[src/mbet_pkg.sv]
// ----------------------------------------------------------------------------
// mbet_pkg
// Types, constants and helpers shared by the escape-time pixel evaluator.
// ----------------------------------------------------------------------------
package mbet_pkg;

  localparam int MBET_MAX_ITER  = 30;
  localparam int MBET_FRAC_BITS = 28;

  // Register indexes on the configuration port
  localparam logic [1:0] REG_ORIGIN_REAL = 2'd0;
  localparam logic [1:0] REG_ORIGIN_IMAG = 2'd1;
  localparam logic [1:0] REG_PIXEL_STEP  = 2'd2;

  localparam logic [31:0] ORIGIN_REAL_RST = 32'hE000_0000;
  localparam logic [31:0] ORIGIN_IMAG_RST = 32'hE000_0000;
  localparam logic [27:0] PIXEL_STEP_RST  = 28'd2147484;

  typedef struct packed {
    logic [9:0] pixel_column;
    logic [9:0] pixel_row;
  } pix_in_t;

  typedef struct packed {
    logic [7:0] gray_level;
    logic [7:0] iteration_count;
    logic       escaped;
  } pix_out_t;

  typedef struct packed {
    logic [31:0] origin_real;
    logic [31:0] origin_imag;
    logic [27:0] pixel_step;
  } cfg_t;

  // Operand pairs for the three multiplier lanes, two's complement
  typedef struct packed {
    logic [31:0] a0;
    logic [31:0] b0;
    logic [31:0] a1;
    logic [31:0] b1;
    logic [31:0] a2;
    logic [31:0] b2;
  } mul_ops_t;

  typedef struct packed {
    logic [63:0] p0;
    logic [63:0] p1;
    logic [63:0] p2;
  } mul_prods_t;

  typedef enum logic [5:0] {
    S_IDLE      = 6'b000001,
    S_SETUP_MUL = 6'b000010,
    S_SETUP_ADD = 6'b000100,
    S_ITER_MUL  = 6'b001000,
    S_ITER_EVAL = 6'b010000,
    S_FINISH    = 6'b100000
  } mbet_state_t;

  // Clamp a wide signed value to the signed 32-bit range
  function automatic logic [31:0] sat32(input logic signed [63:0] v);
    if (v > 64'sd2147483647) begin
      return 32'h7FFF_FFFF;
    end else if (v < -64'sd2147483648) begin
      return 32'h8000_0000;
    end else begin
      return v[31:0];
    end
  endfunction

endpackage

[src/mbet_cfg_regs.sv]
// ----------------------------------------------------------------------------
// mbet_cfg_regs
// Viewport registers: origin of the pixel grid and step per pixel.
// ----------------------------------------------------------------------------
module mbet_cfg_regs
  import mbet_pkg::*;
(
  input  logic        clk,
  input  logic        rst_n,
  input  logic        cfg_valid,
  output logic        cfg_ready,
  input  logic [1:0]  cfg_index,
  input  logic [31:0] cfg_data,
  output cfg_t        cfg
);

  logic [31:0] origin_real_r;
  logic [31:0] origin_imag_r;
  logic [27:0] pixel_step_r;

  assign cfg_ready = 1'b1;

  // Indexes past the last register are dropped
  always_ff @(posedge clk) begin
    if (!rst_n) begin
      origin_real_r <= ORIGIN_REAL_RST;
      origin_imag_r <= ORIGIN_IMAG_RST;
      pixel_step_r  <= PIXEL_STEP_RST;
    end else if (cfg_valid) begin
      unique case (cfg_index)
        REG_ORIGIN_REAL: origin_real_r <= cfg_data;
        REG_ORIGIN_IMAG: origin_imag_r <= cfg_data;
        REG_PIXEL_STEP:  pixel_step_r  <= cfg_data[27:0];
        default: ;
      endcase
    end
  end

  assign cfg.origin_real = origin_real_r;
  assign cfg.origin_imag = origin_imag_r;
  assign cfg.pixel_step  = pixel_step_r;

endmodule

[config.mk]
export PLATFORM = sky130hd
export DESIGN_NAME = mbet_cfg_regs
export DESIGN_NICKNAME = d
export VERILOG_FILES = /design/src/mbet_pkg.sv /design/src/mbet_cfg_regs.sv
export SDC_FILE = /design/constraint.sdc
export NUM_CORES = 1
export LEC_CHECK = 0
export BUFFER_PORTS_ARGS = -buffer_cell sky130_fd_sc_hd__buf_2
export CORE_MARGIN = 3
export CORE_UTILIZATION = 30
export CTS_BUF_LIST = sky130_fd_sc_hd__clkbuf_2
export CTS_CLUSTER_SIZE = 40
export DETAILED_ROUTE_END_ITERATION = 12
export GPL_ROUTABILITY_DRIVEN = 0
export GPL_TIMING_DRIVEN = 1
export PLACE_DENSITY_LB_ADDON = 0.05
export REMOVE_ABC_BUFFERS = 1
export SYNTH_ARGS = -nofsm -noshare
export SYNTH_HDL_FRONTEND = slang
export SYNTH_SLANG_ARGS = --single-unit
[constraint.sdc]
create_clock -name clk -period 0.8 [get_ports clk]
set_clock_uncertainty 0.05 [all_clocks]
set_input_delay 0.04 -clock clk [delete_from_list [all_inputs] [get_ports clk]]
set_output_delay 0.04 -clock clk [all_outputs]
set_load 0.02 [all_outputs]
* Yosys cells after proc, flatten, opt, wreduce, memory -nomap -nowiden
Index checks and enable logic that the tools add are counted.
** Word-level totals
- Register bits :: 92
- Input bits :: 37
- Word-level logic and storage cells :: 9
** Cells by class
- Eq/ne operators :: 2
- Reduce and logical (&&, ||, !) cells :: 4
** Operator list (count)
- 2-bit AND reduction :: 3
- 2-bit by 1-bit equality test with 1-bit output (second input constant) :: 1
- 2-bit equality test (second input constant) :: 1
- 2-bit logical NOT :: 1

* Longest topological paths before layout
- Word-level depth :: 2
- Mapped depth :: 5

* Least setup slack after synthesis
No wires, ideal clock.
- Path kind :: input port to flip-flop
- Start :: input port cfg_index[1]
- End :: register origin_real_r[29]
- Setup time :: 0.121 ns
- Arrival time :: 0.660 ns
- Required time :: 0.629 ns
- Path slack :: -0.031 ns
- Stages :: 3
- Buffers on the path :: 1
- Cells stage by stage :: or3b_1 buf_6 mux2i_1
** On the way
- Word-level cells in the longest chain between the ends :: 2
** Ends and longest elaborated chain
- start: declaration :: line mbet_cfg_regs.sv:12 : input logic [1:0] cfg_index,
- 2-bit logical NOT :: line mbet_cfg_regs.sv:30 : unique case (cfg_index)
- 2-bit AND reduction (no source line)
- end signal: assignment :: line mbet_cfg_regs.sv:31 : REG_ORIGIN_REAL: origin_real_r <= cfg_data;
- end: declaration :: line mbet_cfg_regs.sv:17 : logic [31:0] origin_real_r;
Every way passes these cells.
A chain may end at the register's enable or synchronous reset.

* Final worst setup path
- Start :: register pixel_step_r[24]
- End :: output port cfg[24] (netlist name)
** RTL lines
- start: declaration :: line mbet_cfg_regs.sv:19 : logic [27:0] pixel_step_r;
- start signal: assignment :: line mbet_cfg_regs.sv:33 : REG_PIXEL_STEP: pixel_step_r <= cfg_data[27:0];
- end: declaration :: line mbet_cfg_regs.sv:14 : output cfg_t cfg
No word-level cell between the ends.

==> impl_metrics.py <==
metrics = {
    "layout": {
        "drive_gt1_frac": 0.509,
        "n_antenna_cell": 0,
        "post-route-util": 0.490,
        "layout.nets": 557,
        "syn2layout_area_growth_pct": 57.6,
        "instances_no_fill": 668,
        "fillers": 1070,
    },
    "route": {
        "wl_per_cell_um": 14.2,
        "vias_per_cell": 4.41,
        "vias": 2948,
        "drt_iter0_drc": 71,
        "ant_nets": 0,
        "drt_first_pass_iters": 4,
        "drt-total-wl_um": 9460,
        "drc": 0,
    },
    "clock_tree": {
        "clockRootBuffer": "clkbuf_2",
        "htreeDepth": 3,
        "cts.sinks": 92,
        "numCtsBuffers": 9,
        "cts_tree": "yes",
        "clock_latency_ns": 0.54,
        "ctsLongestPathBuffers": 2,
        "clk_pin_slew_ns": 0.24,
    },
    "grt": {
        "antenna_found_initial": 0,
        "grt_max_degree": 61,
        "grtUsageTotal": 0.145,
        "grt_pass1_wl_um": 15100,
        "grt_overflow": 0,
        "grt_pass1_vias": 3037,
    },
    "floorplanning": {
        "initial_core_util": 0.311,
        "design.core.area_um2": 11500,
        "pin_count": 130,
        "fp.dieW_um": 115,
        "num_rows": 39,
        "die_h_um": 115,
        "dieArea_um2": 13300,
    },
    "pwr": {
        "peakVddDrop_v": 0.000696,
        "switchingPower_w": 0.00236,
        "power_density_nw_per_um2": 1540,
        "power_frac_clock": 0.265,
        "combPwrFrac": 0.169,
        "intPower_w": 0.00631,
        "p_sw_frac": 0.272,
        "seqPwrFrac": 0.566,
        "total_power_w": 0.00868,
        "leakagePower_nw": 2.69,
    },
    "timing": {
        "rsz0062_at_grt": "yes",
        "layout_min_cycle_time_ns": 1.15,
        "drv_slew": 0,
        "hold_viol": 81,
        "hold_slack_ns": -0.127,
        "tns_ns": -38.91,
        "setup_ws_ns": -0.353,
        "setup_viol": 127,
        "final.period_utilization": 1.44,
        "max_clock_freq_ghz": 0.867,
    },
    "synth": {
        "yosys-top-cells-area": "dfxtp_1 (51%), mux2i_1 (23%), nand2_1 (11%)",
        "yosysWarnings": 0,
        "yosysSeqAreaShare": 0.515,
        "synthCells": 352,
        "synth.largest_area_cell": "dfxtp_1",
        "yosysUniqueCellTypes": 18,
        "synth_top_area_frac": 0.515,
        "netlist_area_um2": 3580,
        "synth_area_per_cell_um2": 10.2,
        "ys_ff_latch": 92,
    },
    "run_status": {
        "violations": "negative hold slack, negative setup slack",
        "status": "finished with violations",
    },
    "worst_setup_path": {
        "slowest_stage": "dfxtp_2",
        "crit_type": "reg -> out",
        "required_ns": 0.71,
        "crit_chain": "buf_6",
        "crit_buf_inv": 1,
        "start_kind": "flop",
        "cp_max_fo": 2,
        "max_stage_delay_ns": 0.41,
        "cp.arrival_ns": 1.06,
        "end_kind": "output pin",
        "cpLargestDelayFamily": "flip-flops",
    },
    "place": {
        "portBuffers": 128,
        "dp.cells": 611,
        "dpl.hpwl_um": 6340,
    },
    "flow_run": {
        "maxCapViolCount": 0,
    },
    "min_path": {
        "min_path_type": "in -> reg",
    },
}
-- cell usage after synthesis (all sizes together) --
| library cell | count |
|---|---|
| or3b | 1 |
| nor2b | 9 |
| conb | 1 |
| clkbuf | 8 |
| inv | 8 |
| o211ai | 8 |
| mux2i | 84 |
| dfxtp | 92 |
| nand4b | 8 |
| nand3b | 2 |
| and3b | 2 |
| nor3b | 1 |
| nand2 | 107 |
| buf | 21 |
-- registers in the layout (all words and copies together), names as in the netlist --
register       flops
origin_imag_r     32
origin_real_r     32
pixel_step_r      28
-- tightest hold or removal path: cells and delay by family --
kind                   cells  cell delay (ns)
buffers and inverters      2             0.31
AOI/OAI and AO/OA          1             0.08
-- metal layers --
layer / vias to the layer above / GRT usage / wire length, um
li1: 1499 / - / -
met1: 1364 / 0.188 / 4380
met2: 71 / 0.234 / 4500
met3: 14 / 0.0311 / 367
met4: 0 / 0.0642 / 210
met5: - / 0 / 0
-- repair_timing --
item | in CTS | in global routing
hold endpoints to repair | 92 | 91
gates resized for setup | 276 | 7
setup buffers | 5 | 3
pin swaps | 0 | 2
setup endpoints to repair | 92 | 152
hold buffers | 34 | 1
-- power by group through the flow --
stage / combinational [W] / sequential [W] / clock (W)
final: 0.00146 / 0.00491 / 0.00230
after floorplan: 0.000349 / 0.00514 / 0
after global placement: 0.00113 / 0.00494 / 0
after CTS: 0.00147 / 0.00492 / 0.00245
after detailed placement: 0.00113 / 0.00494 / 0
after global routing: 0.00158 / 0.00494 / 0.00260
-- cells by family after synthesis --
| logic type | Yosys count | synth area share |
|---|---|---|
| and+or+nand+nor | 130 | 0.166 |
| DFF | 92 | 0.515 |
| muxes | 84 | 0.235 |
| buffers and inverters | 37 | 0.0664 |
| AOI/OAI and AO/OA | 8 | 0.0168 |
| other | 1 | 0.00105 |
-- final timing paths --
kind	start	end	slack (ns)	depth (start not counted)
max	pixel_step_r[24]$_SDFFE_PN0P_	cfg[24]	-0.35	1
min	rst_n	pixel_step_r[2]$_SDFFE_PN1P_	-0.13	3
max reg2reg	origin_imag_r[26]$_SDFFE_PN0P_	origin_imag_r[26]$_SDFFE_PN0P_	-0.05	4
min reg2reg	origin_real_r[2]$_SDFFE_PN0P_	origin_real_r[2]$_SDFFE_PN0P_	0.43	2
-- per-stage QoR --
| stage | hold slack, ns | worst slack (ns) | instance area, um2 |
|---|---|---|---|
| 6_report | -0.127 | -0.353 | 5640 |
| 5_1_grt | -0.186 | -0.458 | 5640 |
| 4_1_cts | -0.195 | -0.427 | 5610 |
| 3_5_place_dp | 0.273 | -0.287 | 4430 |
| 3_3_place_gp | 0.258 | -0.269 | 4430 |
| 2_1_floorplan | 0.0789 | -1.14 | 3370 |
-- final cells by class --
class,count,area (um2),area share
multi-input combinational,223,1520,0.269
clock buffer,12,60.1,0.0106
timing repair buffer,186,1850,0.327
sequential,92,1960,0.347
inverter,8,30.0,0.00532
tap,143,179,0.0317
clock inverter,4,50.0,0.00887
-- placed cells by master (no fill, tap or decap) --
| master | count |
|---|---|
| and3b_1 | 1 |
| and3b_2 | 1 |
| buf_12 | 8 |
| buf_2 | 35 |
| buf_4 | 15 |
| buf_6 | 95 |
| bufinv_16 | 1 |
| clkbuf_2 | 12 |
| clkinv_2 | 1 |
| clkinvlp_4 | 2 |
| conb_1 | 1 |
| dfxtp_2 | 92 |
| dlygate4sd3_1 | 33 |
| inv_1 | 8 |
| mux2i_1 | 84 |
| nand2_1 | 105 |
| nand2_2 | 2 |
| nand3b_1 | 1 |
| nand3b_4 | 1 |
| nand4b_1 | 8 |
| nor2b_1 | 8 |
| nor2b_4 | 1 |
| nor3b_4 | 1 |
| o211ai_1 | 8 |
| or3b_1 | 1 |
No activity file was read; power rests on OpenSTA's default activity.
