==> config.mk <==
export PLATFORM = sky130hd
export DESIGN_NAME = mbet_iter_core
export DESIGN_NICKNAME = d
export VERILOG_FILES = /design/src/mbet_pkg.sv /design/src/mbet_iter_core.sv
export SDC_FILE = /design/constraint.sdc
export NUM_CORES = 1
export LEC_CHECK = 0
export ABC_AREA = 1
export BUFFER_PORTS_ARGS = -buffer_cell sky130_fd_sc_hd__buf_4
export CORE_MARGIN = 2
export CORE_UTILIZATION = 35
export CTS_CLUSTER_DIAMETER = 30
export CTS_CLUSTER_SIZE = 40
export DETAILED_ROUTE_END_ITERATION = 6
export GPL_ROUTABILITY_DRIVEN = 1
export RECOVER_POWER = 25
export SETUP_SLACK_MARGIN = 0.5
export SLEW_MARGIN = 20
export SYNTH_ARGS = -nofsm -noshare
export SYNTH_HDL_FRONTEND = slang
export SYNTH_SLANG_ARGS = --single-unit
==> constraint.sdc <==
create_clock -name clk -period 9.55 [get_ports clk]
set_input_delay 2.3875 -clock clk [delete_from_list [all_inputs] [get_ports clk]]
set_output_delay 2.3875 -clock clk [all_outputs]
set_load 0.05 [all_outputs]
==> src/mbet_pkg.sv <==
// ----------------------------------------------------------------------------
// mbet_pkg
// Types, constants and helpers shared by the escape-time pixel evaluator.
// ----------------------------------------------------------------------------
package mbet_pkg;

  localparam int MBET_MAX_ITER  = 30;
  localparam int MBET_FRAC_BITS = 28;

  // Register indexes on the configuration port
  localparam logic [1:0] REG_ORIGIN_REAL = 2'd0;
  localparam logic [1:0] REG_ORIGIN_IMAG = 2'd1;
  localparam logic [1:0] REG_PIXEL_STEP  = 2'd2;

  localparam logic [31:0] ORIGIN_REAL_RST = 32'hE000_0000;
  localparam logic [31:0] ORIGIN_IMAG_RST = 32'hE000_0000;
  localparam logic [27:0] PIXEL_STEP_RST  = 28'd2147484;

  typedef struct packed {
    logic [9:0] pixel_column;
    logic [9:0] pixel_row;
  } pix_in_t;

  typedef struct packed {
    logic [7:0] gray_level;
    logic [7:0] iteration_count;
    logic       escaped;
  } pix_out_t;

  typedef struct packed {
    logic [31:0] origin_real;
    logic [31:0] origin_imag;
    logic [27:0] pixel_step;
  } cfg_t;

  // Operand pairs for the three multiplier lanes, two's complement
  typedef struct packed {
    logic [31:0] a0;
    logic [31:0] b0;
    logic [31:0] a1;
    logic [31:0] b1;
    logic [31:0] a2;
    logic [31:0] b2;
  } mul_ops_t;

  typedef struct packed {
    logic [63:0] p0;
    logic [63:0] p1;
    logic [63:0] p2;
  } mul_prods_t;

  typedef enum logic [5:0] {
    S_IDLE      = 6'b000001,
    S_SETUP_MUL = 6'b000010,
    S_SETUP_ADD = 6'b000100,
    S_ITER_MUL  = 6'b001000,
    S_ITER_EVAL = 6'b010000,
    S_FINISH    = 6'b100000
  } mbet_state_t;

  // Clamp a wide signed value to the signed 32-bit range
  function automatic logic [31:0] sat32(input logic signed [63:0] v);
    if (v > 64'sd2147483647) begin
      return 32'h7FFF_FFFF;
    end else if (v < -64'sd2147483648) begin
      return 32'h8000_0000;
    end else begin
      return v[31:0];
    end
  endfunction

endpackage

==> src/mbet_iter_core.sv <==
// ----------------------------------------------------------------------------
// mbet_iter_core
// Sequencer: maps the pixel to c, then runs z = z*z + c rounds through the
// shared multiplier, a multiply state and an evaluate state per round.
// ----------------------------------------------------------------------------
module mbet_iter_core
  import mbet_pkg::*;
#(
  parameter int MAX_ITERATIONS = MBET_MAX_ITER,
  parameter int FRACTION_BITS  = MBET_FRAC_BITS
) (
  input  logic       clk,
  input  logic       rst_n,
  input  cfg_t       cfg,
  input  logic       start,
  output logic       idle,
  input  pix_in_t    pix,
  output mul_ops_t   ops,
  input  mul_prods_t prods,
  output logic       res_valid,
  input  logic       res_take,
  output pix_out_t   result
);

  localparam logic [7:0]         MAX_K = 8'(MAX_ITERATIONS);
  localparam logic [7:0]         Q255  = 8'(255 / MAX_ITERATIONS);
  localparam logic [8:0]         R255  = 9'(255 % MAX_ITERATIONS);
  localparam logic [8:0]         MAX9  = 9'(MAX_ITERATIONS);
  localparam logic signed [63:0] FOUR  = 64'sd4 <<< FRACTION_BITS;

  mbet_state_t state_r, state_nxt;
  logic [9:0]  col_r;
  logic [9:0]  row_r;
  logic [31:0] cr_r, cr_nxt;
  logic [31:0] ci_r, ci_nxt;
  logic [31:0] zr_r, zr_nxt;
  logic [31:0] zi_r, zi_nxt;
  logic [7:0]  iter_r, iter_nxt;
  logic [7:0]  quo_r, quo_nxt;
  logic [7:0]  rem_r, rem_nxt;
  logic        esc_r, esc_nxt;

  logic signed [63:0] rr, ii, ri, mag;
  logic signed [63:0] cr_ext, ci_ext;
  logic [8:0]         rem_sum;
  logic [8:0]         up;
  logic               escape_now;

  always_ff @(posedge clk) begin
    if (start) begin
      col_r <= pix.pixel_column;
      row_r <= pix.pixel_row;
    end
  end

  // Multiplier lanes: column, row times step at setup; squares, zr*zi after
  always_comb begin
    if (state_r == S_SETUP_MUL) begin
      ops.a0 = {22'd0, col_r};
      ops.b0 = {4'd0, cfg.pixel_step};
      ops.a1 = {22'd0, row_r};
      ops.b1 = {4'd0, cfg.pixel_step};
      ops.a2 = 32'd0;
      ops.b2 = 32'd0;
    end else begin
      ops.a0 = zr_r;
      ops.b0 = zr_r;
      ops.a1 = zi_r;
      ops.b1 = zi_r;
      ops.a2 = zr_r;
      ops.b2 = zi_r;
    end
  end

  assign rr         = $signed(prods.p0) >>> FRACTION_BITS;
  assign ii         = $signed(prods.p1) >>> FRACTION_BITS;
  assign ri         = $signed(prods.p2) >>> (FRACTION_BITS - 1);
  assign mag        = rr + ii;
  assign escape_now = (mag >= FOUR);
  assign cr_ext     = {{32{cr_r[31]}}, cr_r};
  assign ci_ext     = {{32{ci_r[31]}}, ci_r};
  assign rem_sum    = {1'b0, rem_r} + R255;

  always_comb begin
    state_nxt = state_r;
    cr_nxt    = cr_r;
    ci_nxt    = ci_r;
    zr_nxt    = zr_r;
    zi_nxt    = zi_r;
    iter_nxt  = iter_r;
    quo_nxt   = quo_r;
    rem_nxt   = rem_r;
    esc_nxt   = esc_r;
    unique case (state_r)
      S_IDLE: begin
        if (start) state_nxt = S_SETUP_MUL;
      end
      S_SETUP_MUL: begin
        state_nxt = S_SETUP_ADD;
      end
      S_SETUP_ADD: begin
        cr_nxt    = sat32($signed({{32{cfg.origin_real[31]}}, cfg.origin_real})
                          + $signed(prods.p0));
        ci_nxt    = sat32($signed({{32{cfg.origin_imag[31]}}, cfg.origin_imag})
                          + $signed(prods.p1));
        zr_nxt    = cr_nxt;
        zi_nxt    = ci_nxt;
        iter_nxt  = 8'd0;
        quo_nxt   = 8'd0;
        rem_nxt   = 8'd0;
        esc_nxt   = 1'b0;
        state_nxt = S_ITER_MUL;
      end
      S_ITER_MUL: begin
        state_nxt = S_ITER_EVAL;
      end
      S_ITER_EVAL: begin
        if (escape_now) begin
          esc_nxt   = 1'b1;
          state_nxt = S_FINISH;
        end else begin
          zr_nxt   = sat32(rr - ii + cr_ext);
          zi_nxt   = sat32(ri + ci_ext);
          iter_nxt = iter_r + 8'd1;
          // track floor(255*k/MAX) and its remainder as k advances
          if (rem_sum >= MAX9) begin
            rem_nxt = 8'(rem_sum - MAX9);
            quo_nxt = quo_r + Q255 + 8'd1;
          end else begin
            rem_nxt = rem_sum[7:0];
            quo_nxt = quo_r + Q255;
          end
          state_nxt = (iter_nxt == MAX_K) ? S_FINISH : S_ITER_MUL;
        end
      end
      S_FINISH: begin
        if (res_take) state_nxt = S_IDLE;
      end
      default: state_nxt = S_IDLE;
    endcase
  end

  always_ff @(posedge clk) begin
    if (!rst_n) begin
      state_r <= S_IDLE;
    end else begin
      state_r <= state_nxt;
    end
  end

  always_ff @(posedge clk) begin
    cr_r   <= cr_nxt;
    ci_r   <= ci_nxt;
    zr_r   <= zr_nxt;
    zi_r   <= zi_nxt;
    iter_r <= iter_nxt;
    quo_r  <= quo_nxt;
    rem_r  <= rem_nxt;
    esc_r  <= esc_nxt;
  end

  // ceiling of 255*k/MAX
  assign up = {1'b0, quo_r} + {8'd0, (rem_r != 8'd0)};

  assign idle                   = (state_r == S_IDLE);
  assign res_valid              = (state_r == S_FINISH);
  assign result.gray_level      = esc_r ? 8'(9'd255 - up) : 8'd0;
  assign result.iteration_count = esc_r ? iter_r : MAX_K;
  assign result.escaped         = esc_r;

`ifndef SYNTHESIS
  a_start_setup: assert property (@(posedge clk) disable iff (!rst_n)
    start && idle |=> state_r == S_SETUP_MUL)
    else $error("setup did not follow an accepted pixel");

  a_hold_result: assert property (@(posedge clk) disable iff (!rst_n)
    res_valid && !res_take |=> res_valid && $stable(result))
    else $error("pending result changed before it was taken");

  a_round_bound: assert property (@(posedge clk) disable iff (!rst_n)
    state_r == S_ITER_EVAL |-> iter_r < MAX_K)
    else $error("round count ran past the limit");

  a_escaped_gray: assert property (@(posedge clk) disable iff (!rst_n)
    res_valid && result.escaped |->
      result.gray_level != 8'd0 && result.iteration_count < MAX_K)
    else $error("escaped pixel with bad gray or round count");

  a_bounded_black: assert property (@(posedge clk) disable iff (!rst_n)
    res_valid && !result.escaped |->
      result.gray_level == 8'd0 && result.iteration_count == MAX_K)
    else $error("bounded pixel not black");
`endif

endmodule

Yosys cells after proc, flatten, opt, wreduce, memory -nomap -nowiden. Index checks and enable logic that the tools add are counted. W data, S select, Z words.

Flip-flop bits (word level): 179. Bits of input ports: 308. Output and inout bits: 211. Logic and storage cells: 80.

Add/sub/neg operators: 13. $lt $le $gt $ge: 10. Equality and inequality tests: 11. Multiplexer cells: 30. Reductions and logical operators: 5.

Operators with widths (number): $mux W32 (10); $mux W192 (1); $add A32 B64 Y64 (2); $gt A64 B32 Y1 const B (2); $lt A64 B32 Y1 const B (2); $pmux W32 S2 (2); $add A37 B32 Y38 (2); $gt A38 B32 Y1 const B (2); $lt A38 B32 Y1 const B (2); $mux W8 (7); $pmux W8 S2 (3); $add A36 B36 Y37 (1); $ge A37 B32 Y1 const B (1); $sub A36 B36 Y37 (1); $pmux W6 S6 (1); $mux W6 (4); $add A8 B1 Y8 const B (2); $add A8 B4 Y9 const B (1); $ge A9 B5 Y1 const B (1); $add A8 B1 Y8 (1); $add A8 B4 Y8 const B (1); $eq A8 B5 Y1 const B (1); $reduce_bool A8 Y1 (1); $sub A8 B5 Y8 const B (1); other kinds (13) (17).

Longest topological paths before layout. Gate-level depths: netlist of run 1.

Depth in word-level cells: 7. Gate-level depth with buffers: 26. Depth with buffers taken out: 25.

Worst setup path after synthesis of run 1. OpenSTA, ideal clock, no wires.

Path kind: register to register. Start: register state_r[4]. End: register iter_r[0], enable pin. Setup time: 449 ps. Data arrival time: 9420 ps. Required time: 9101 ps. Setup slack: -319 ps. Cell stages (with the launch flop): 6. Buffers on the path: 0. Clock period less this slack: 9869 ps. Path through: dfxtp_1 nor2_1 inv_1 nor4_1 inv_1 nand2_1.

Longest elaborated chain between the ends: 3. Elaborated cells on any way between the ends: 5. Classes of those cells: eq/ne (3); reduce/logical (2).

Ends and longest elaborated chain: start: declaration (RTL line mbet_iter_core.sv:31) `mbet_state_t state_r, state_nxt;`; start signal: assignment (RTL line mbet_iter_core.sv:147) `state_r <= state_nxt;`; $eq A6 B5 Y1 or $eq A6 B3 Y1 (tied branches) (RTL line mbet_iter_core.sv:94) `unique case (state_r)`; $ne A2 B2 Y1 (no line) or $reduce_bool A2 Y1 (tied branches); $reduce_and A2 Y1 (no line) (*); end signal: assignment (RTL line mbet_iter_core.sv:156) `iter_r <= iter_nxt;`; end: declaration (RTL line mbet_iter_core.sv:38) `logic [7:0] iter_r, iter_nxt;`.

Mark *: on every way between the ends. The rest lies on a longest branch, timed or not. A chain may end at the register's enable or synchronous reset.

Worst setup path after layout of run 1.
Start: register state_r[0]. End: register esc_r, enable pin.

Longest elaborated chain between the ends: 3. Elaborated cells on any way between the ends: 5. Classes of those cells: eq/ne (3); reduce/logical (2).

Ends and longest elaborated chain: $eq A6 B5 Y1 or $eq A6 B3 Y1 (tied branches) (RTL line mbet_iter_core.sv:94); $ne A2 B2 Y1 (no line) or $reduce_bool A2 Y1 (tied branches); $reduce_and A2 Y1 (no line) (*); end signal: assignment (RTL line mbet_iter_core.sv:159) `esc_r <= esc_nxt;`; end: declaration (RTL line mbet_iter_core.sv:41) `logic esc_r, esc_nxt;`.

Marks and branches as above.

==> qor.txt, run 1 <==
fin. max-slew vios: 175
Fin. Hold Viols: 0
# setup viols final: 0
Die Y: 297 µm
worst r2r src: state_r[0]
GR Overflow Total: 0
placed insts: 6,770
f_max: 0.132 GHz
Layout Cells excl Fill: 6,802
CTS Buf Count: 17
Sequential Power Share: 24.9%
Cell Pwr Density: 104 mW/mm²
Hold Crit Start: state_r[3]
ys flop type: edfxtp_1
# nets final: 6,276
Leak Pwr: 20.2 nW
post-CTS repair timing setup buffer count: 0
Mapped Nets: 5,865
Gates resized, CTS repair: 0
number of synthesized register bits: 179
Comb pwr share: 55.1%
sequential element share of the synthesized area: 17.7%
Final Cycle Share: 79.3%
global-route wire length before repair: 183 mm
htree depth: 4
Die Width: 297 µm
Post-DP Area: 0.0346 mm²
I/O Buffers: 491
CTS root buffer: clkbuf_16
Switching Fraction: 48.0%
DRT Pass-1 Iters: 6
CTS hold repair buffers: 0
Synth Cell Area: 0.0301 mm²
DRC viols: 0
n_diodes: 0
synth unique cells: 49
maximum vdd ir drop: 97.3 µV
Core Area: 0.0851 mm²
fin util: 41.2%
clk sinks: 179
wire per inst: 18.3 µm
Clock power frac: 20.0%
Iter 0 DRT Violations: 2,414
Worst-Margin Slew: 4.33 ns
violated checks: capacitance limit, slew limit
largest net degree at the start of global routing: 86
Critical Path Fanout Max: 58
Routed Antenna Nets: 0
max-cap viol count: 3
crit path from: state_r[0]
critical path class: flip-flop to flip-flop
total global-route track usage: 27.2%
Avg Inst Size Synth: 5.74 µm²
min-delay worst type: flip-flop to flip-flop
DP HPWL: 109 mm
post-route cell area: 0.0351 mm²
CP endpoint kind: flip-flop
initial antenna violation count: 1
vias in the first global route: 30,600
worst hold slack: 0.528 ns
EDFF count, synth: 173
# IOs: 519
Period minus WS final: 7.57 ns
Rows: 107
Max Root-Sink Buffers: 2
Setup Skew: 0.0210 ns
DIE AREA: 0.0883 mm²
ys async rst share: 0%
P_int: 1.89 mW
Placer Congestion: 0.994
Slew HR: -189%
WP data arrival: 7.71 ns
Fin Setup TNS: 0 ns
net switching power: 1.75 mW
Worst Setup Start Kind: flip-flop
clk_lat worst skew: 0.46 ns
Worst EP required: 9.69 ns
status: complete, but fails checks
CTS tree: yes
Starting Density: 35.3%
share of cells above drive strength 1: 10.6%
Area Growth Syn to Fin: 16.7%
Final Routed Wirelength: 125 mm
total number of vias: 32,900
Clk pin slew, worst setup/hold paths: 0.08 ns
Post-Syn Instances: 5,234
drt via density: 4.84
Synth warnings: 0
RSZ-0062 raised after global routing: false
==> stage by stage <==
step	power (mW)	setup slack [ns]
floorplan	2.25	2.61
global placement	2.91	2.56
detailed placement	2.91	2.52
CTS	3.65	3.00
global route	3.90	1.38
finish	3.64	1.98
==> critical path, cell delays in order, from the launching register on <==
cell and delay [ns]:
dfxtp_1 0.34, nor2_1 0.14, inv_1 0.07, nor2_1 0.11
inv_1 0.08, nor3_1 0.17, clkbuf_1 0.92, clkbuf_1 2.06
inv_1 1.50, clkbuf_1 1.24, o21ai_0 0.55
==> flip-flops by register name, indices dropped and copies added, names as in the netlist <==
signal   count
ci_r        32
col_r       10
cr_r        32
esc_r        1
iter_r       8
quo_r        8
rem_r        8
row_r       10
state_r      6
zi_r        32
zr_r        32
==> final cells by class <==
| class | instances | area, µm² |
|---|---|---|
| Clock buffer | 17 | 425 |
| Clock inverter | 15 | 166 |
| Fill cell | 9538 | 50100 |
| Inverter | 1062 | 3990 |
| Multi-Input combinational cell | 3885 | 20000 |
| Sequential cell | 179 | 5320 |
| Tap cell | 1144 | 1430 |
| Timing Repair Buffer | 500 | 3710 |
==> metal layers <==
metal	routed length [µm]	GRT usage, %
met2	59800	48.0
met4	4660	9.25
met1	53500	34.9
met3	6710	2.10
met5	13	0
==> cell families after synthesis <==
logic type / synth area share, %
DFF: 17.7
and+or+nand+nor: 39.5
adders and majority gates: 14.4
buffers and inverters: 15.7
xor gates and xnor gates: 4.19
AOI/OAI and AO/OA: 8.43
==> cells in the final DEF, fill, tap and decap left out, types with 49 or more instances in the layout <==
master	instances
nand2_1	2103
inv_1	1056
buf_4	467
nor2_1	406
ha_1	283
a21oi_1	260
nand3_1	210
edfxtp_1	173
o21ai_0	142
xor2_1	112
nor3_1	57
nand4_1	49
==> power by group through the flow <==
stage               Sequential [mW]  Combinational [mW]  Clock, mW
floorplan                     0.923                1.33          0
CTS                           0.907                2.00      0.748
detailed placement            0.924                1.99          0
global placement              0.924                1.98          0
global route                  0.908                2.22      0.778
finish                        0.907                2.01      0.730
==> final timing paths <==
path / to / slack (ns) / depth (start not counted)
worst max-delay path: esc_r / 1.98 / 10
worst min register to register: state_r[4] / 0.53 / 2
worst max register to register: esc_r / 1.98 / 10
worst min-delay path: state_r[4] / 0.53 / 2
==> synthesized netlist by cell type, types with 15 or more instances <==
cell type	count	share of area [%]
buf_4	56	1.4
inv_1	1056	13
clkbuf_1	20	0.25
nand3_1	210	3.5
o21bai_1	23	0.57
nor3_1	57	0.95
xor2_1	112	3.3
nand4_1	49	1.0
buf_6	15	0.56
nand2_2	41	0.85
a21oi_1	260	4.3
xnor2_1	32	0.93
o21ai_0	142	2.4
fa_1	40	2.7
edfxtp_1	173	17
nand3b_1	18	0.45
nand2_1	2104	26
nor2_1	406	5.1
nor4_1	19	0.40
ha_1	283	12
(Power assumes the default switching activity.)
==> run 2: changes to the inputs <==
- ABC_AREA: 1 -> 0
- clock period: 9.55 -> 7.5 ns (I/O delays scaled with it)
==> run 2 against run 1 <==
Against the previous run: the flow still finishes with violations (capacitance limit, slew limit); clock power is 30% higher; final area down 11%; synthesized cell count shrank 33%; sequential share of layout area is 1.8 points higher; die area down 11%; critical path depth rose by 8; power grew 20%; non-clock buffer count rose by 26; critical path type is now input pin to flip-flop; largest cell class unchanged; largest power group unchanged.
==> qor.txt, run 2 <==
critical path class: input pin to flip-flop
Switching Fraction: 44.0% (-4.1 points)
Cell Pwr Density: 140 mW/mm² (+35%)
Routed Antenna Nets: 0 (unchanged)
min-delay worst type: flip-flop to flip-flop
Avg Inst Size Synth: 7.59 µm² (+32%)
Post-Syn Instances: 3,502 (-33%)
met1 Usage GRT: 32.8% (-2.1 points)
# setup viols final: 0 (unchanged)
# nets final: 4,461 (-29%)
DP HPWL: 87.2 mm (-20%)
Core Area: 0.0756 mm² (-11%)
EDFF count, synth: 173 (unchanged)
number of synthesized register bits: 179 (unchanged)
ys async rst share: 0% (unchanged)
clk sinks: 179 (unchanged)
WP data arrival: 6.78 ns (-0.93 ns)
M3 GR Usage: 2.51% (+0.41 points)
Gates resized, CTS repair: 0 (unchanged)
Critical Path Fanout Max: 15 (-74%)
drt via density: 5.69 (+17%)
CP endpoint kind: flip-flop
Sequential Power Share: 26.4% (+1.5 points)
Final Routed Wirelength: 104 mm (-16%)
f_max: 0.152 GHz
total number of vias: 27,400 (-17%)
Clock power frac: 21.6% (+1.6 points)
Worst EP required: 7.71 ns (-1.98 ns)
P_int: 2.46 mW (+30%)
Final Cycle Share: 87.7%
net switching power: 1.93 mW (+10%)
M2 GR Usage: 43.5% (-4.5 points)
Rows: 101 (-5.6%)
global-route wire length before repair: 153 mm (-17%)
most common library cells after synthesis: nand2_1, a21oi_1, inv_1, ha_1, nor2_1
most frequent cell after synthesis: nand2_1
commonest cells after routing, fill and taps aside: buf_4, nand2_1, a21oi_1
Setup Skew: 0.0233 ns (+0.00235 ns)
initial antenna violation count: 5 (+4)
Total Power: 4.39 mW (+20%)
maximum vdd ir drop: 119 µV (+23%)
GR Overflow Total: 0 (unchanged)
Post-DP Area: 0.0307 mm² (-11%)
Starting Density: 35.2% (-0.13 points)
fin util: 41.4% (+0.24 points)
post-CTS repair timing setup buffer count: 0 (unchanged)
Fin Setup TNS: 0 ns (unchanged)
I/O Buffers: 491 (unchanged)
top post-synthesis cells by area: edfxtp_1, ha_1, a21oi_1
total global-route track usage: 25.5% (-1.7 points)
Synth warnings: 0 (unchanged)
Slew HR: -172% (+17 points)
synth unique cells: 99 (+100%)
Synth top area share: 19.5% (-6.7 points)
wire per inst: 21.6 µm (+18%)
DIE AREA: 0.0782 mm² (-11%)
ys flop type: edfxtp_1
Worst Setup Start Kind: input pin
GR peak layer: met2
CTS root buffer: clkbuf_16
Fin. Hold Viols: 0 (unchanged)
Iter 0 DRT Violations: 2,602 (+7.8%)
CTS hold repair buffers: 0 (unchanged)
Period minus WS final: 6.58 ns
post-route cell area: 0.0313 mm² (-11%)
CTS tree: yes
RSZ-0062 raised after global routing: false
# IOs: 519 (unchanged)
Mapped Nets: 4,133 (-30%)
clk_lat worst skew: 0.47 ns (about the same)
Max Root-Sink Buffers: 2 (unchanged)
Die Width: 280 µm (-5.9%)
DRC viols: 0 (unchanged)
status: complete, but fails checks
Area Growth Syn to Fin: 17.8%
Die Y: 280 µm (-5.9%)
DRT Pass-1 Iters: 5 (-1)
vias in the first global route: 25,200 (-18%)
CTS Buf Count: 17 (unchanged)
Worst-Margin Slew: 4.08 ns (-0.248 ns)
violated checks: capacitance limit, slew limit
Synth Cell Area: 0.0266 mm² (-12%)
htree depth: 4 (unchanged)
cell taking the most area after synthesis: edfxtp_1
Worst R2R Setup Slack: 2.20 ns (+0.22 ns)
Comb pwr share: 52.0% (-3.1 points)
most common cell after layout, fill and taps aside: buf_4
fin. max-slew vios: 93 (-47%)
sequential element share of the synthesized area: 20.0% (+2.3 points)
Placer Congestion: 0.952 (-4.3%)
worst hold slack: 0.536 ns (+0.00809 ns)
Clk pin slew, worst setup/hold paths: 0.09 ns (about the same)
largest net degree at the start of global routing: 65 (-24%)
Leak Pwr: 14.0 nW (-30%)
share of cells above drive strength 1: 16.4% (+5.9 points)
max-cap viol count: 2 (-1)
==> run 2: final cells by class <==
cell class / count / area, µm²
diodes: 2 / 5.00
clock buffers: 17 / 425
clock inverters: 15 / 183
fillers: 7834 / 44300
inverters: 289 / 1080
multi-input cells: 2817 / 19100
flip-flops and latches: 179 / 5320
well taps: 978 / 1220
repair buffers: 526 / 3950
==> run 2: worst max-delay path: stages <==
cell and delay, ns:
buf_4 0.11, inv_1 0.08, fa_1 0.50, inv_1 0.05
ha_1 0.45, nand4_1 0.18, nor4_1 0.57, nand2_1 0.12
a211oi_1 0.51, o211ai_1 0.17, a21boi_0 0.27, mux2i_1 0.23
o2111ai_1 0.16, nor3_1 0.22, a41o_1 0.31, and2_1 0.53
buf_4 0.31, a2bb2oi_1 0.10
==> run 2: power by group through the flow <==
stage | registers [mW] | logic [mW] | clock network, mW
final | 1.16 | 2.28 | 0.949
after floorplan | 1.18 | 1.52 | 0
after global routing | 1.16 | 2.48 | 0.994
after detailed placement | 1.18 | 2.24 | 0
after global placement | 1.18 | 2.23 | 0
after CTS | 1.16 | 2.25 | 0.968
==> run 2: worst paths after layout <==
check | from | end | depth (start not counted)
setup / recovery | prods[179] | zr_r[28] | 18
hold / removal | state_r[3] | state_r[4] | 2
setup reg to reg | cr_r[23] | zr_r[28] | 17
hold reg to reg | state_r[3] | state_r[4] | 2
==> run 2: cell families after synthesis <==
group / synth area share, %
flip-flops: 20.0
AO/OA/AOI/OAI: 26.1
XOR/XNOR: 5.70
adder cells (fa/ha/maj): 16.3
buffers and inverters: 8.26
multiplexers: 0.861
AND/OR/NAND/NOR: 22.8
==> run 2: layer usage <==
metal,up-vias,share of wire [%]
li1,13200,-
met1,13000,43
met2,1067,47
met3,139,5.7
met4,0,4.3
met5,-,0
==> run 2: through the flow <==
stage,cells,setup slack (ns)
2_1_floorplan,3502,1.37
3_3_place_gp,4789,0.406
3_5_place_dp,4789,0.436
4_1_cts,4821,0.875
5_1_grt,4823,0.613
6_report,4823,0.924
==> run 3: changes to the inputs <==
- RECOVER_POWER: 25 -> 100
==> run 3 against run 2 <==
Against the previous run: the flow finishes with violations (DRC, capacitance limit, slew limit); sequential share of layout area up 0.39 points; sequential power hardly changed; non-clock buffer count stayed put; critical endpoint unchanged; largest cell class unchanged.
==> qor.txt, run 3 (synthesized netlist as in run 2, its figures left out) <==
status: complete, but fails checks
violated checks: DRC, capacitance limit, slew limit
# setup viols final: 0 (unchanged)
Reg area: 0.00532 mm² (unchanged)
number of fill cells in the layout: 8,082 (+3.2%)
drt via density: 5.68 (-0.26%)
commonest cells after routing, fill and taps aside: nand2_1, a21oi_1, buf_4
share of cells above drive strength 1: 11.7% (-4.7 points)
Worst-Margin Slew: 4.08 ns (-0.00190 ns)
Final Cycle Share: 90.9% (+3.2 points)
most common cell after layout, fill and taps aside: nand2_1
Area Growth Syn to Fin: 15.2%
Period minus WS final: 6.82 ns (+0.241 ns)
maximum vdd ir drop: 120 µV (+0.39%)
Post-DP Area: 0.0307 mm² (unchanged)
post-route setup slack: 0.684 ns (-0.241 ns)
min-delay worst type: flip-flop to flip-flop
Cell Pwr Density: 142 mW/mm² (+1.6%)
Multi-input gate area: 0.0191 mm² (about the same)
WP data arrival: 7.02 ns (+0.24 ns)
Die Width: 280 µm (unchanged)
clk sinks: 179 (unchanged)
Critical Path Fanout Max: 15 (unchanged)
post-CTS repair timing setup buffer count: 0 (unchanged)
CP endpoint kind: flip-flop
CTS root buffer: clkbuf_16
f_max: 0.147 GHz (-3.5%)
largest net degree at the start of global routing: 65 (unchanged)
Max Root-Sink Buffers: 2 (unchanged)
CTS tree: yes
wire per inst: 21.5 µm (-0.20%)
DP HPWL: 87.2 mm (unchanged)
Clk pin slew, worst setup/hold paths: 0.09 ns (about the same)
DRT Pass-1 Iters: 7 (+2)
GR Overflow Total: 0 (unchanged)
Final Routed Wirelength: 104 mm (-0.20%)
CTS Buf Count: 17 (unchanged)
total number of vias: 27,400 (-0.26%)
Gates resized, CTS repair: 0 (unchanged)
DRC viols: 1 (+1)
clk_lat worst skew: 0.48 ns (about the same)
CTS hold repair buffers: 0 (unchanged)
I/O Buffers: 491 (unchanged)
DIE AREA: 0.0782 mm² (unchanged)
Slew HR: -172% (about the same)
Routed Antenna Nets: 0 (unchanged)
critical path class: input pin to flip-flop
global-route wire length before repair: 153 mm (unchanged)
htree depth: 4 (unchanged)
Iter 0 DRT Violations: 2,572 (-1.2%)
# nets final: 4,461 (unchanged)
Worst EP required: 7.71 ns (about the same)
post-route cell area: 0.0306 mm² (-2.2%)
Leak Pwr: 13.4 nW (-4.8%)
Setup Skew: 0.0249 ns (+0.00157 ns)
max-cap viol count: 4 (+2)
initial antenna violation count: 5 (unchanged)
Rows: 101 (unchanged)
Fin. Hold Viols: 0 (unchanged)
Fin Setup TNS: 0 ns (unchanged)
RSZ-0062 raised after global routing: false
Placer Congestion: 0.952 (unchanged)
# IOs: 519 (unchanged)
Total Power: 4.36 mW (-0.64%)
Die Y: 280 µm (unchanged)
total global-route track usage: 25.5% (unchanged)
vias in the first global route: 25,200 (unchanged)
Core Area: 0.0756 mm² (unchanged)
Worst Setup Start Kind: input pin
fin. max-slew vios: 192 (+110%)
dpl ws: 0.436 ns (unchanged)
Starting Density: 35.2% (unchanged)
run 3: cell count changes in the layout (fill, tap and decap cells not counted), sizes merged:
cell	before	now
clkbuf	48	230
buf	495	313
run 3: power by group:
part	total (mW)	internal, mW	switching, mW	leakage [nW]
clock	0.949	0.454	0.494	0.290
sequential	1.16	1.15	0.00615	1.57
combinational	2.25	0.830	1.42	11.5
run 3: per-stage QoR:
| stage | hold WS (ns) | util [%] | cells |
|---|---|---|---|
| floorplan | 0.477 | - | 3502 |
| global placement | 0.527 | 40.7 | 4789 |
| detailed placement | 0.525 | 40.7 | 4789 |
| CTS | 0.539 | 41.5 | 4821 |
| global route | 0.566 | 40.5 | 4823 |
| finish | 0.542 | 40.5 | 4823 |
run 3: layout make-up:
class | instances | area share, %
Timing Repair Buffer | 526 | 10.7
Antenna cell | 2 | 0.0163
Multi-Input combinational cell | 2817 | 62.4
Inverter | 289 | 3.54
Clock buffer | 17 | 1.39
Clock inverter | 15 | 0.597
Tap cell | 978 | 4.00
Sequential cell | 179 | 17.4
run 3: metal layers:
metal / vias to the layer above / GRT usage [%] / share of wire [%]
met2: 1011 / 43.5 / 47
met4: 0 / 10.7 / 4.3
met3: 148 / 2.51 / 5.8
met1: 13000 / 32.8 / 43
li1: 13200 / - / -
met5: - / 0 / 0
run 3: final timing paths:
| kind | from | depth (start not counted) | end | slack [ns] |
|---|---|---|---|---|
| max | prods[93] | 18 | zr_r[28] | 0.68 |
| min | state_r[3] | 2 | state_r[4] | 0.54 |
| max reg2reg | cr_r[23] | 17 | zr_r[28] | 2.21 |
| min reg2reg | state_r[3] | 2 | state_r[4] | 0.54 |
run 3: critical path, stage by stage:
cell	delay [ns]
clkbuf_1	0.38
inv_1	0.20
fa_1	0.61
inv_1	0.07
fa_1	0.43
nand2b_1	0.19
a21o_1	0.19
a31o_2	0.24
a211oi_1	0.50
o211ai_1	0.17
a21boi_0	0.27
mux2i_1	0.23
o2111ai_1	0.16
nor3_1	0.22
a41o_1	0.31
and2_1	0.54
buf_4	0.31
a2bb2oi_1	0.10
